[src/sv/poc_pkg.sv]
`default_nettype none

package poc_pkg;

  // Defaults for the top-level parameters
  localparam int unsigned MAX_PORE_ATOMS_DEF  = 65536;
  localparam int unsigned EXP_TABLE_DEPTH_DEF = 1024;

  // Fixed field widths
  localparam int unsigned CFG_W  = 31;
  localparam int unsigned POS_W  = 32;
  localparam int unsigned LOAD_W = 16;
  localparam int unsigned ACC_W  = 40;
  localparam int unsigned WGT_W  = 17;

  // Shared divider: 80-bit dividend, 64-bit divisor
  localparam int unsigned DIV_W = 80;
  localparam int unsigned DEN_W = 64;

  typedef enum logic [1:0] {
    FUNC_PORE  = 2'd0,
    FUNC_COUNT = 2'd1,
    FUNC_EOF   = 2'd2
  } func_e_t;

  typedef enum logic [2:0] {
    CFG_PORE_RADIUS  = 3'd0,
    CFG_MOUTH_OFFSET = 3'd1,
    CFG_AXIAL_SCALE  = 3'd2,
    CFG_RADIAL_SCALE = 3'd3,
    CFG_BOX_LENGTH   = 3'd4
  } cfg_idx_e_t;

  typedef struct packed {
    logic             done;
    logic             rem_nz;
    logic [DIV_W-1:0] quo;
  } div_res_t;

  // Magnitude of a 33-bit difference, saturated at 2^31
  function automatic logic [31:0] sat_mag(input logic signed [32:0] d);
    logic [32:0] m;
    m = d[32] ? 33'(-d) : 33'(d);
    return (m > 33'h0_8000_0000) ? 32'h8000_0000 : m[31:0];
  endfunction

  // One Gaussian table entry from its Q31 argument u: exp(-16u) in Q16.16
  function automatic logic [WGT_W-1:0] gauss_val(input logic [63:0] u);
    logic [63:0]        t;
    logic [63:0]        p;
    logic [63:0]        v;
    logic signed [63:0] acc;
    t   = 64'd1 << 31;
    acc = 64'sh8000_0000;
    for (int k = 1; k <= 16; k++) begin
      p = (t * u) >> 31;
      case (k)
        1:       t = p;
        2:       t = p / 64'd2;
        3:       t = p / 64'd3;
        4:       t = p / 64'd4;
        5:       t = p / 64'd5;
        6:       t = p / 64'd6;
        7:       t = p / 64'd7;
        8:       t = p / 64'd8;
        9:       t = p / 64'd9;
        10:      t = p / 64'd10;
        11:      t = p / 64'd11;
        12:      t = p / 64'd12;
        13:      t = p / 64'd13;
        14:      t = p / 64'd14;
        15:      t = p / 64'd15;
        16:      t = p / 64'd16;
        default: t = p;
      endcase
      if ((k & 1) != 0) begin
        acc = acc - $signed(t);
      end else begin
        acc = acc + $signed(t);
      end
    end
    if (acc < 0) begin
      acc = 64'sd0;
    end
    if (acc > 64'sh8000_0000) begin
      acc = 64'sh8000_0000;
    end
    v = $unsigned(acc);
    for (int s = 0; s < 4; s++) begin
      v = (v * v + (64'd1 << 30)) >> 31;
    end
    return WGT_W'((v + (64'd1 << 14)) >> 15);
  endfunction

endpackage

`default_nettype wire

[src/sv/poc_div.sv]
`default_nettype none

module poc_div
  import poc_pkg::*;
(
  input  wire logic             clk,
  input  wire logic             rst_n,
  input  wire logic             start,
  input  wire logic [DIV_W-1:0] dividend,
  input  wire logic [DEN_W-1:0] divisor,
  output div_res_t              res
);

  localparam int unsigned CNT_W = $clog2(DIV_W + 1);

  logic             busy_r;
  logic             done_r;
  logic [CNT_W-1:0] cnt_r;
  logic [DIV_W-1:0] quo_r;
  logic [DEN_W-1:0] rem_r;
  logic [DEN_W-1:0] den_r;

  logic [DEN_W:0]   trial;
  logic [DEN_W:0]   diff;
  logic             ge;

  // One restoring step: shift in the next dividend bit, subtract if it fits
  assign trial = {rem_r, quo_r[DIV_W-1]};
  assign diff  = trial - {1'b0, den_r};
  assign ge    = trial >= {1'b0, den_r};

  always_ff @(posedge clk) begin
    if (!rst_n) begin
      busy_r <= 1'b0;
      done_r <= 1'b0;
      cnt_r  <= '0;
    end else begin
      done_r <= 1'b0;
      if (start) begin
        busy_r <= 1'b1;
        cnt_r  <= CNT_W'(DIV_W);
      end else if (busy_r) begin
        cnt_r <= cnt_r - CNT_W'(1);
        if (cnt_r == CNT_W'(1)) begin
          busy_r <= 1'b0;
          done_r <= 1'b1;
        end
      end
    end
  end

  always_ff @(posedge clk) begin
    if (start) begin
      quo_r <= dividend;
      rem_r <= '0;
      den_r <= divisor;
    end else if (busy_r) begin
      quo_r <= {quo_r[DIV_W-2:0], ge};
      rem_r <= ge ? diff[DEN_W-1:0] : trial[DEN_W-1:0];
    end
  end

  assign res = '{done: done_r, rem_nz: |rem_r, quo: quo_r};

endmodule

`default_nettype wire

[config.mk]
export PLATFORM = sky130hd
export DESIGN_NAME = poc_div
export DESIGN_NICKNAME = d
export VERILOG_FILES = /design/src/sv/poc_pkg.sv /design/src/sv/poc_div.sv
export SDC_FILE = /design/constraint.sdc
export NUM_CORES = 1
export LEC_CHECK = 0
export BUFFER_PORTS_ARGS = -buffer_cell sky130_fd_sc_hd__buf_2
export CORE_AREA = 8 8 202 204
export CTS_CLUSTER_SIZE = 24
export DETAILED_ROUTE_END_ITERATION = 10
export DIE_AREA = 0 0 210 212
export PLACE_DENSITY_LB_ADDON = 0.25
export SYNTH_ARGS = -nofsm -noshare
export SYNTH_HDL_FRONTEND = slang
export SYNTH_SLANG_ARGS = --single-unit
[constraint.sdc]
create_clock -name clk -period 2.8 [get_ports clk]
set_input_delay 0.28 -clock clk [delete_from_list [all_inputs] [get_ports clk]]
set_output_delay 0.28 -clock clk [all_outputs]
set_load 0.02 [all_outputs]
==> qor.csv, run 1 <==
stage,metric,value,unit
synthesis,Most used DFF post-synth,edfxtp_1,
timing,Fin. Hold Viols,0,
run_status,failing checks,negative setup slack,
placement,DPL Wire Length,33.30,mm
synthesis,post-synthesis adder-cell area fraction,6.531,%
placement,placed cells,2259,
placement,Placed Area,16720,um^2
worst_setup_path,"Max FO, Critical Path",4,
cells_and_area,fin util,55.58,%
synthesis,syn nets,1506,
power_and_ir_drop,P_leak,8.722,nW
timing,Setup TNS,-9.999,ns
grt,largest net degree at the start of global routing,79,
clock_tree,"CTS clk-pin slew, worst paths",0.06,ns
floorplanning,Die Span X,210,um
clock_tree,Skew-Pair Late Insertion Delay,0.56,ns
worst_hold_path,Tightest Hold Check Type,in2reg,
grt,vias in the first global route,13558,
timing,Clock Skew,0.01209,ns
worst_setup_path,reg-to-reg critical path startpoint,den_r[23],
timing,Final Max Tran Viols,0,
run,Maximum Capacitance Violations,0,
worst_setup_path,CP required,3.26,ns
worst_setup_path,Crit-path slowest cell,edfxtp_1,
power_and_ir_drop,power density over the cells,492.3,nW/um^2
worst_setup_path,CP Class,reg2reg,
floorplanning,initial core utilization,34.15,%
floorplanning,die height,212,um
synthesis,Synth Area per Inst,10.02,um^2
worst_setup_path,kind of start point of the critical path,flop,
clock_tree,cts bufs inserted,27,
floorplanning,num ports,229,
timing,worst hold slack,0.03136,ns
placement,gpl congestion,0.8726,
timing,post-layout min period,3.063,ns
timing,Final setup viols,66,
synthesis,largest family of logic cells by synthesized area,compound AO/OA/AOI/OAI gates,
floorplanning,Die Footprint,44520,um^2
worst_setup_path,R2R cell count,13,
drt,DRC,0,
worst_setup_path,crit path DAT,3.52,ns
grt,met3 GRT Util,4.938,%
clock_tree,Clk Tree Root Cell,clkbuf_16,
synthesis,top post-synthesis cells by area,"edfxtp_1 (33%), dfxtp_1 (11%), mux2_2 (7.0%)",
grt,global-route layer with the greatest usage,met2,
worst_setup_path,Worst path max stage delay,0.36,ns
synthesis,multiplexer share of the synthesized area,8.279,%
cells_and_area,Non-Filler Instances,2490,
synthesis,Cell variety after synth,76,
synthesis,ys async rst share,0,%
worst_setup_path,RR Endpoint,rem_r[50],
synthesis,mapped cell area,12950,um^2
timing,Slew headroom,44.03,%
grt,first-pass GRT wire length,73.64,mm
power_and_ir_drop,Tot Pwr,10.38,mW
timing,RSZ-0062 raised after global routing,yes,
drt,Routed WL,47.72,mm
synthesis,Post-Synthesis Cells,1292,
synthesis,synth warn,0,
timing,Final WS setup,-0.2629,ns
grt,GR Util met1,25.11,%
worst_setup_path,R2R Setup Slk,-0.26,ns
placement,pre-CTS WS,-0.4113,ns
worst_hold_path,hold path cells,2,
synthesis,#FFs+latches synth,217,
timing,Max Freq,326.5,MHz
cells_and_area,final instance area,21080,um^2
floorplanning,row count,72,
grt,total gr overflow,0,
synthesis,xor/xnor share of the synthesized area,3.855,%
synthesis,commonest cells in the synthesized netlist,"nand2_1 (147), edfxtp_1 (144), a21oi_1 (90), nor2_1 (87), inv_1 (82)",
cells_and_area,Layout Nets,2164,
worst_setup_path,crit path cell chain,inv_1 -> ha_4 -> a21o_1 -> a221oi_1 -> o21ai_1 -> a31oi_1 -> o21a_1 -> a2111oi_4 -> buf_4 -> nor3b_2 -> xnor2_1 -> nand2_1 -> a311oi_2,
grt,met2 Usage GRT,35.33,%
drt,DR vias,12716,
worst_hold_path,Hold Crit Start,dividend[49],
synthesis,most instantiated library cell after synthesis,nand2_1,
synthesis,Synth Area in Simple Gates,14.32,%
synthesis,post-synth top area share,33.39,%
timing,Final Cycle Share,109.4,%
drt,drt initial violations,779,
worst_hold_path,Hold EP,quo_r[49],
power_and_ir_drop,maximum VDD drop,0.5740,mV
floorplanning,Core Region,37930,um^2
timing,worst slew pin tran,0.8395,ns
clock_tree,htree depth,1,
synthesis,Yosys top cell by area,edfxtp_1,
synthesis,sequential-to-total area share from yosys stat,44.67,%
clock_tree,CTS tree,done,
clock_tree,clk sink count,217,
drt,vias per cell,5.107,
grt,GRT Resource Usage Total,20.53,%
synthesis,Synth Area in Compound Gates,17.12,%
cells_and_area,proportion of layout cells with a drive suffix above 1,49.32,%
synthesis,number of synthesized flops with an enable pin,144,
placement,IO buf count,228,
drt,wire per inst,19.16,um
drt,DRT antenna net count,0,
cells_and_area,Area growth syn-to-layout,62.76,%
drt,first drt pass iteration count,4,
clock_tree,Bufs on Longest Clock Path,3,
worst_setup_path,Critical Path Sink Type,flop,
grt,initial antenna violation count,1,
run_status,outcome,finished with violations,
==> power breakdown <==
group          switching (mW)  total [mW]  internal (mW)
clock                    1.39        3.35           1.96
sequential              0.157        3.88           3.72
combinational            1.63        3.15           1.51
total                    3.18        10.4           7.20
==> metal layers <==
metal	share of wire, %	up-vias
li1	-	6077
met1	42	6148
met2	48	397
met3	6.5	94
met4	3.1	0
met5	0	-
==> layout make-up <==
class / instances / area, um^2
repair buffers: 699 / 5371
multi-input cells: 922 / 8117
inverters: 83 / 311.5
diodes: 1 / 2.502
fillers: 3253 / 16850
clock buffers: 41 / 758.2
well taps: 518 / 648.1
clock inverters: 9 / 83.83
flip-flops and latches: 217 / 5787
==> cell families after synthesis <==
logic type,count (synthesis)
AND/OR/NAND/NOR,384
AO/OA/AOI/OAI,316
flip-flops,217
buffers and inverters,154
multiplexers,97
adder cells (fa/ha/maj),67
XOR/XNOR,57
==> cell usage in the layout (no fill, tap or decap), drive strengths merged, types with 5 or more instances in the layout <==
cell,netlist,layout
nand4,38,38
clkinv,1,8
nor2b,12,12
o21a,10,10
xor2,19,19
nor2,89,89
clkbuf,29,41
and2,9,9
or3,6,6
nand3,19,19
ha,66,66
o211ai,12,12
nor3,16,16
o21bai,9,9
dlygate4sd3,0,117
nand2,148,149
a211oi,10,10
or4,5,5
inv,82,83
edfxtp,144,144
mux2,81,81
o31ai,6,6
nor4,19,19
a21oi,93,93
a311oi,32,32
nand2b,6,6
dfxtp,73,73
buf,42,582
xnor2,38,38
a21o,28,28
a31oi,13,13
o21ai,72,72
mux2i,16,16
==> flip-flops by register name, indices dropped and copies added (netlist names) <==
signal	count
rem_r	64
busy_r	1
den_r	64
done_r	1
quo_r	80
cnt_r	7
==> worst max-delay path by stage <==
stage          slack (ns)  startpoint         to
5_1_grt             -0.39    den_r[0]  rem_r[50]
3_3_place_gp        -0.44    den_r[4]  rem_r[53]
2_1_floorplan       -0.10   quo_r[79]   quo_r[0]
4_1_cts             -0.28    den_r[0]  rem_r[50]
6_report            -0.26   den_r[23]  rem_r[50]
3_5_place_dp        -0.41    den_r[4]  rem_r[53]
==> critical path, delay by kind of cell, from the launching register on <==
kind	cells	cell delay (ns)
AND/OR/NAND/NOR	2	0.28
flip-flops	1	0.36
XOR/XNOR	1	0.14
adder cells (fa/ha/maj)	1	0.21
AO/OA/AOI/OAI	7	1.71
buffers and inverters	2	0.26
==> what timing repair did <==
item | CTS | global route
endpoints found under the hold margin | 117 | 0
cloned | 9 | 0
setup endpoints to repair | 66 | 66
pin swaps | 81 | 107
hold buffers | 117 | 0
gates resized for setup | 192 | 174
buffers inserted | 55 | 30
Note: power is estimated with default switching activity, not from simulation.
==> inputs of run 2 (changes only) <==
--- a/config.mk
+++ b/config.mk
@@ -6,10 +6,10 @@
 export NUM_CORES = 1
 export LEC_CHECK = 0
 export BUFFER_PORTS_ARGS = -buffer_cell sky130_fd_sc_hd__buf_2
-export CORE_AREA = 8 8 202 204
+export CORE_AREA = 8 8 185 222
 export CTS_CLUSTER_SIZE = 24
 export DETAILED_ROUTE_END_ITERATION = 10
-export DIE_AREA = 0 0 210 212
+export DIE_AREA = 0 0 193 230
 export PLACE_DENSITY_LB_ADDON = 0.25
 export SYNTH_ARGS = -nofsm -noshare
 export SYNTH_HDL_FRONTEND = slang
==> constraint.sdc (replaced) <==
create_clock -name clk -period 3.5 [get_ports clk]
set_input_delay 0.35 -clock clk [delete_from_list [all_inputs] [get_ports clk]]
set_output_delay 0.35 -clock clk [all_outputs]
set_load 0.02 [all_outputs]
==> qor.csv, run 2 (synthesis results as in run 1) <==
stage,metric,value,unit,change
cells_and_area,Reg with most FFs,quo_r,,
cells_and_area,most common library cell in the layout ignoring fill and taps,buf_2,,
clock_tree,setup bufs post-CTS,0,,-100%
clock_tree,"CTS clk-pin slew, worst paths",0.06,ns,about the same
timing,Slew headroom,38.25,%,-5.8 points
drt,wire per inst,19.68,um,+2.7%
worst_setup_path,cell repeated most along the worst path,a21o_1,,
cells_and_area,proportion of layout cells with a drive suffix above 1,27.57,%,-22 points
worst_setup_path,crit path cell chain,inv_1 -> ha_1 -> a21o_1 -> a21o_1 -> a21oi_1 -> o221ai_2 -> o2bb2ai_4 -> o41a_4 -> nand2_4 -> buf_4 -> nand2_1 -> a311oi_2,,
grt,largest net degree at the start of global routing,82,,+3.8%
placement,pre-CTS WS,0.08093,ns,+0.4922 ns
timing,Clock Skew,0.01387,ns,+0.001783 ns
floorplanning,Core Region,37480,um^2,-1.2%
worst_hold_path,Tightest Hold Check Type,in2reg,,
timing,Final setup viols,0,,-100%
placement,IO buf count,228,,unchanged
worst_setup_path,"Buf+Inv Stages, Crit Path",2,,unchanged
clock_tree,Skew-Pair Late Insertion Delay,0.56,ns,about the same
timing,post-layout min period,3.345,ns,+0.2818 ns
placement,DPL Wire Length,31.16,mm,-6.4%
worst_setup_path,kind of start point of the critical path,flop,,
power_and_ir_drop,P_leak,6.658,nW,-24%
cells_and_area,most frequent cells in the layout,"buf_2 (227), nand2_1 (147), edfxtp_1 (144)",,
power_and_ir_drop,maximum VDD drop,0.4178,mV,-27%
clock_tree,Bufs on Longest Clock Path,3,,unchanged
worst_setup_path,cell family with most CP delay,compound AO/OA/AOI/OAI gates,,
grt,vias in the first global route,11529,,-15%
timing,Max Freq,299.0,MHz,-8.4%
floorplanning,num ports,229,,unchanged
power_and_ir_drop,Tot Pwr,7.542,mW,-27%
floorplanning,die height,230,um,+8.5%
worst_setup_path,Critical Path Sink Type,flop,,
clock_tree,cts bufs inserted,27,,unchanged
timing,Final Max Tran Viols,0,,unchanged
timing,RSZ-0062 raised after global routing,no,,
cells_and_area,fin util,43.48,%,-12 points
worst_setup_path,Worst path max stage delay,0.55,ns,+0.19 ns
cells_and_area,largest registers,"quo_r x80, den_r x64, rem_r x64",,
grt,first-pass GRT wire length,63.91,mm,-13%
drt,DR vias,11110,,-13%
placement,Placed Area,14760,um^2,-12%
timing,Setup TNS,0,ns,+9.999 ns
run,Maximum Capacitance Violations,0,,unchanged
timing,Final WS setup,0.1553,ns,+0.4182 ns
timing,Fin. Hold Viols,0,,unchanged
floorplanning,Die Span X,193,um,-8.1%
timing,worst slew pin tran,0.9179,ns,+0.07834 ns
clock_tree,CTS tree,done,,
placement,placed cells,1981,,-12%
cells_and_area,Antenna diodes,0,,-1
timing,Final Cycle Share,95.56,%,-14 points
drt,drt initial violations,511,,-34%
worst_setup_path,CP required,3.95,ns,+0.69 ns
cells_and_area,Non-Filler Instances,2094,,-16%
floorplanning,initial core utilization,34.56,%,+0.41 points
grt,total gr overflow,0,,unchanged
grt,GRT Resource Usage Total,18.14,%,-2.4 points
cells_and_area,Layout Nets,1808,,-16%
cells_and_area,Area growth syn-to-layout,25.81,%,
timing,worst hold slack,0.09647,ns,+0.06511 ns
drt,DRC,0,,unchanged
clock_tree,htree depth,1,,unchanged
worst_setup_path,crit path DAT,3.80,ns,+0.28 ns
grt,initial antenna violation count,2,,+1
clock_tree,clk sink count,217,,unchanged
placement,gpl congestion,0.9066,,+3.9%
floorplanning,row count,78,,+8.3%
drt,Routed WL,41.20,mm,-14%
worst_setup_path,CP Class,reg2reg,,
worst_setup_path,Crit-path slowest cell,o41a_4,,
drt,vias per cell,5.306,,+3.9%
drt,DRT antenna net count,0,,unchanged
cells_and_area,final instance area,16290,um^2,-23%
cells_and_area,max reg flops,80,,unchanged
clock_tree,Clk Tree Root Cell,clkbuf_16,,
power_and_ir_drop,power density over the cells,462.8,nW/um^2,-6.0%
drt,first drt pass iteration count,5,,+1
cells_and_area,fill cell count,3708,,+14%
floorplanning,Die Footprint,44390,um^2,-0.29%
run_status,outcome,finished clean,,
worst_setup_path,"Max FO, Critical Path",17,,+13
run 2: changes by cell type in the layout (fill, tap and decap cells not counted), moves of 26 or more:
cell | before | now
a21oi_1 | 64 | 90
buf_6 | 27 | 1
ha_1 | 26 | 66
nand2_1 | 93 | 147
buf_4 | 304 | 49
nand2_2 | 32 | 0
ha_4 | 39 | 0
dlygate4sd3_1 | 117 | 64
run 2: area by class of cell:
| cell class | instances | area (um^2) | share of cell area, % |
|---|---|---|---|
| multi-input combinational | 921 | 6514 | 39.98 |
| inverter | 83 | 311.5 | 1.912 |
| clock inverter | 8 | 66.31 | 0.4070 |
| tap | 480 | 600.6 | 3.686 |
| sequential | 217 | 5787 | 35.51 |
| timing repair buffer | 344 | 2216 | 13.60 |
| clock buffer | 41 | 799.5 | 4.907 |
run 2: routing by layer:
| layer | part of all wire (%) | GRT usage [%] | wire length (um) |
|---|---|---|---|
| met1 | 41 | 21.28 | 16730 |
| met5 | 0.053 | 0 | 22 |
| met3 | 8.2 | 5.194 | 3365 |
| met4 | 3.7 | 6.885 | 1517 |
| met2 | 47 | 30.83 | 19570 |
run 2: power by group:
group	switching (mW)	internal [mW]	leakage, nW
logic	0.984	0.681	4.20
clock network	1.12	1.64	0.426
registers	0.140	2.98	2.03
run 2: final timing paths:
| path | startpoint | endpoint | slack, ns | cells after the start |
|---|---|---|---|---|
| hold reg to reg | rem_r[16] | rem_r[16] | 0.49 | 2 |
| hold / removal | dividend[76] | quo_r[76] | 0.1 | 2 |
| setup reg to reg | den_r[50] | rem_r[11] | 0.16 | 12 |
| setup / recovery | den_r[50] | rem_r[11] | 0.16 | 12 |
run 2: worst reg2reg max path: cells and delay by family, from the launching register on:
| kind | cells | cell delay (ns) |
|---|---|---|
| and+or+nand+nor | 2 | 0.34 |
| DFF | 1 | 0.32 |
| buffers and inverters | 2 | 0.28 |
| AOI/OAI and AO/OA | 7 | 1.91 |
| adders and majority gates | 1 | 0.40 |
run 2: repair_timing:
item                                    CTS  global route
endpoints found under the setup margin    0            55
resized for setup                         0             6
hold buffers                             63             1
endpoints found under the hold margin    63             1
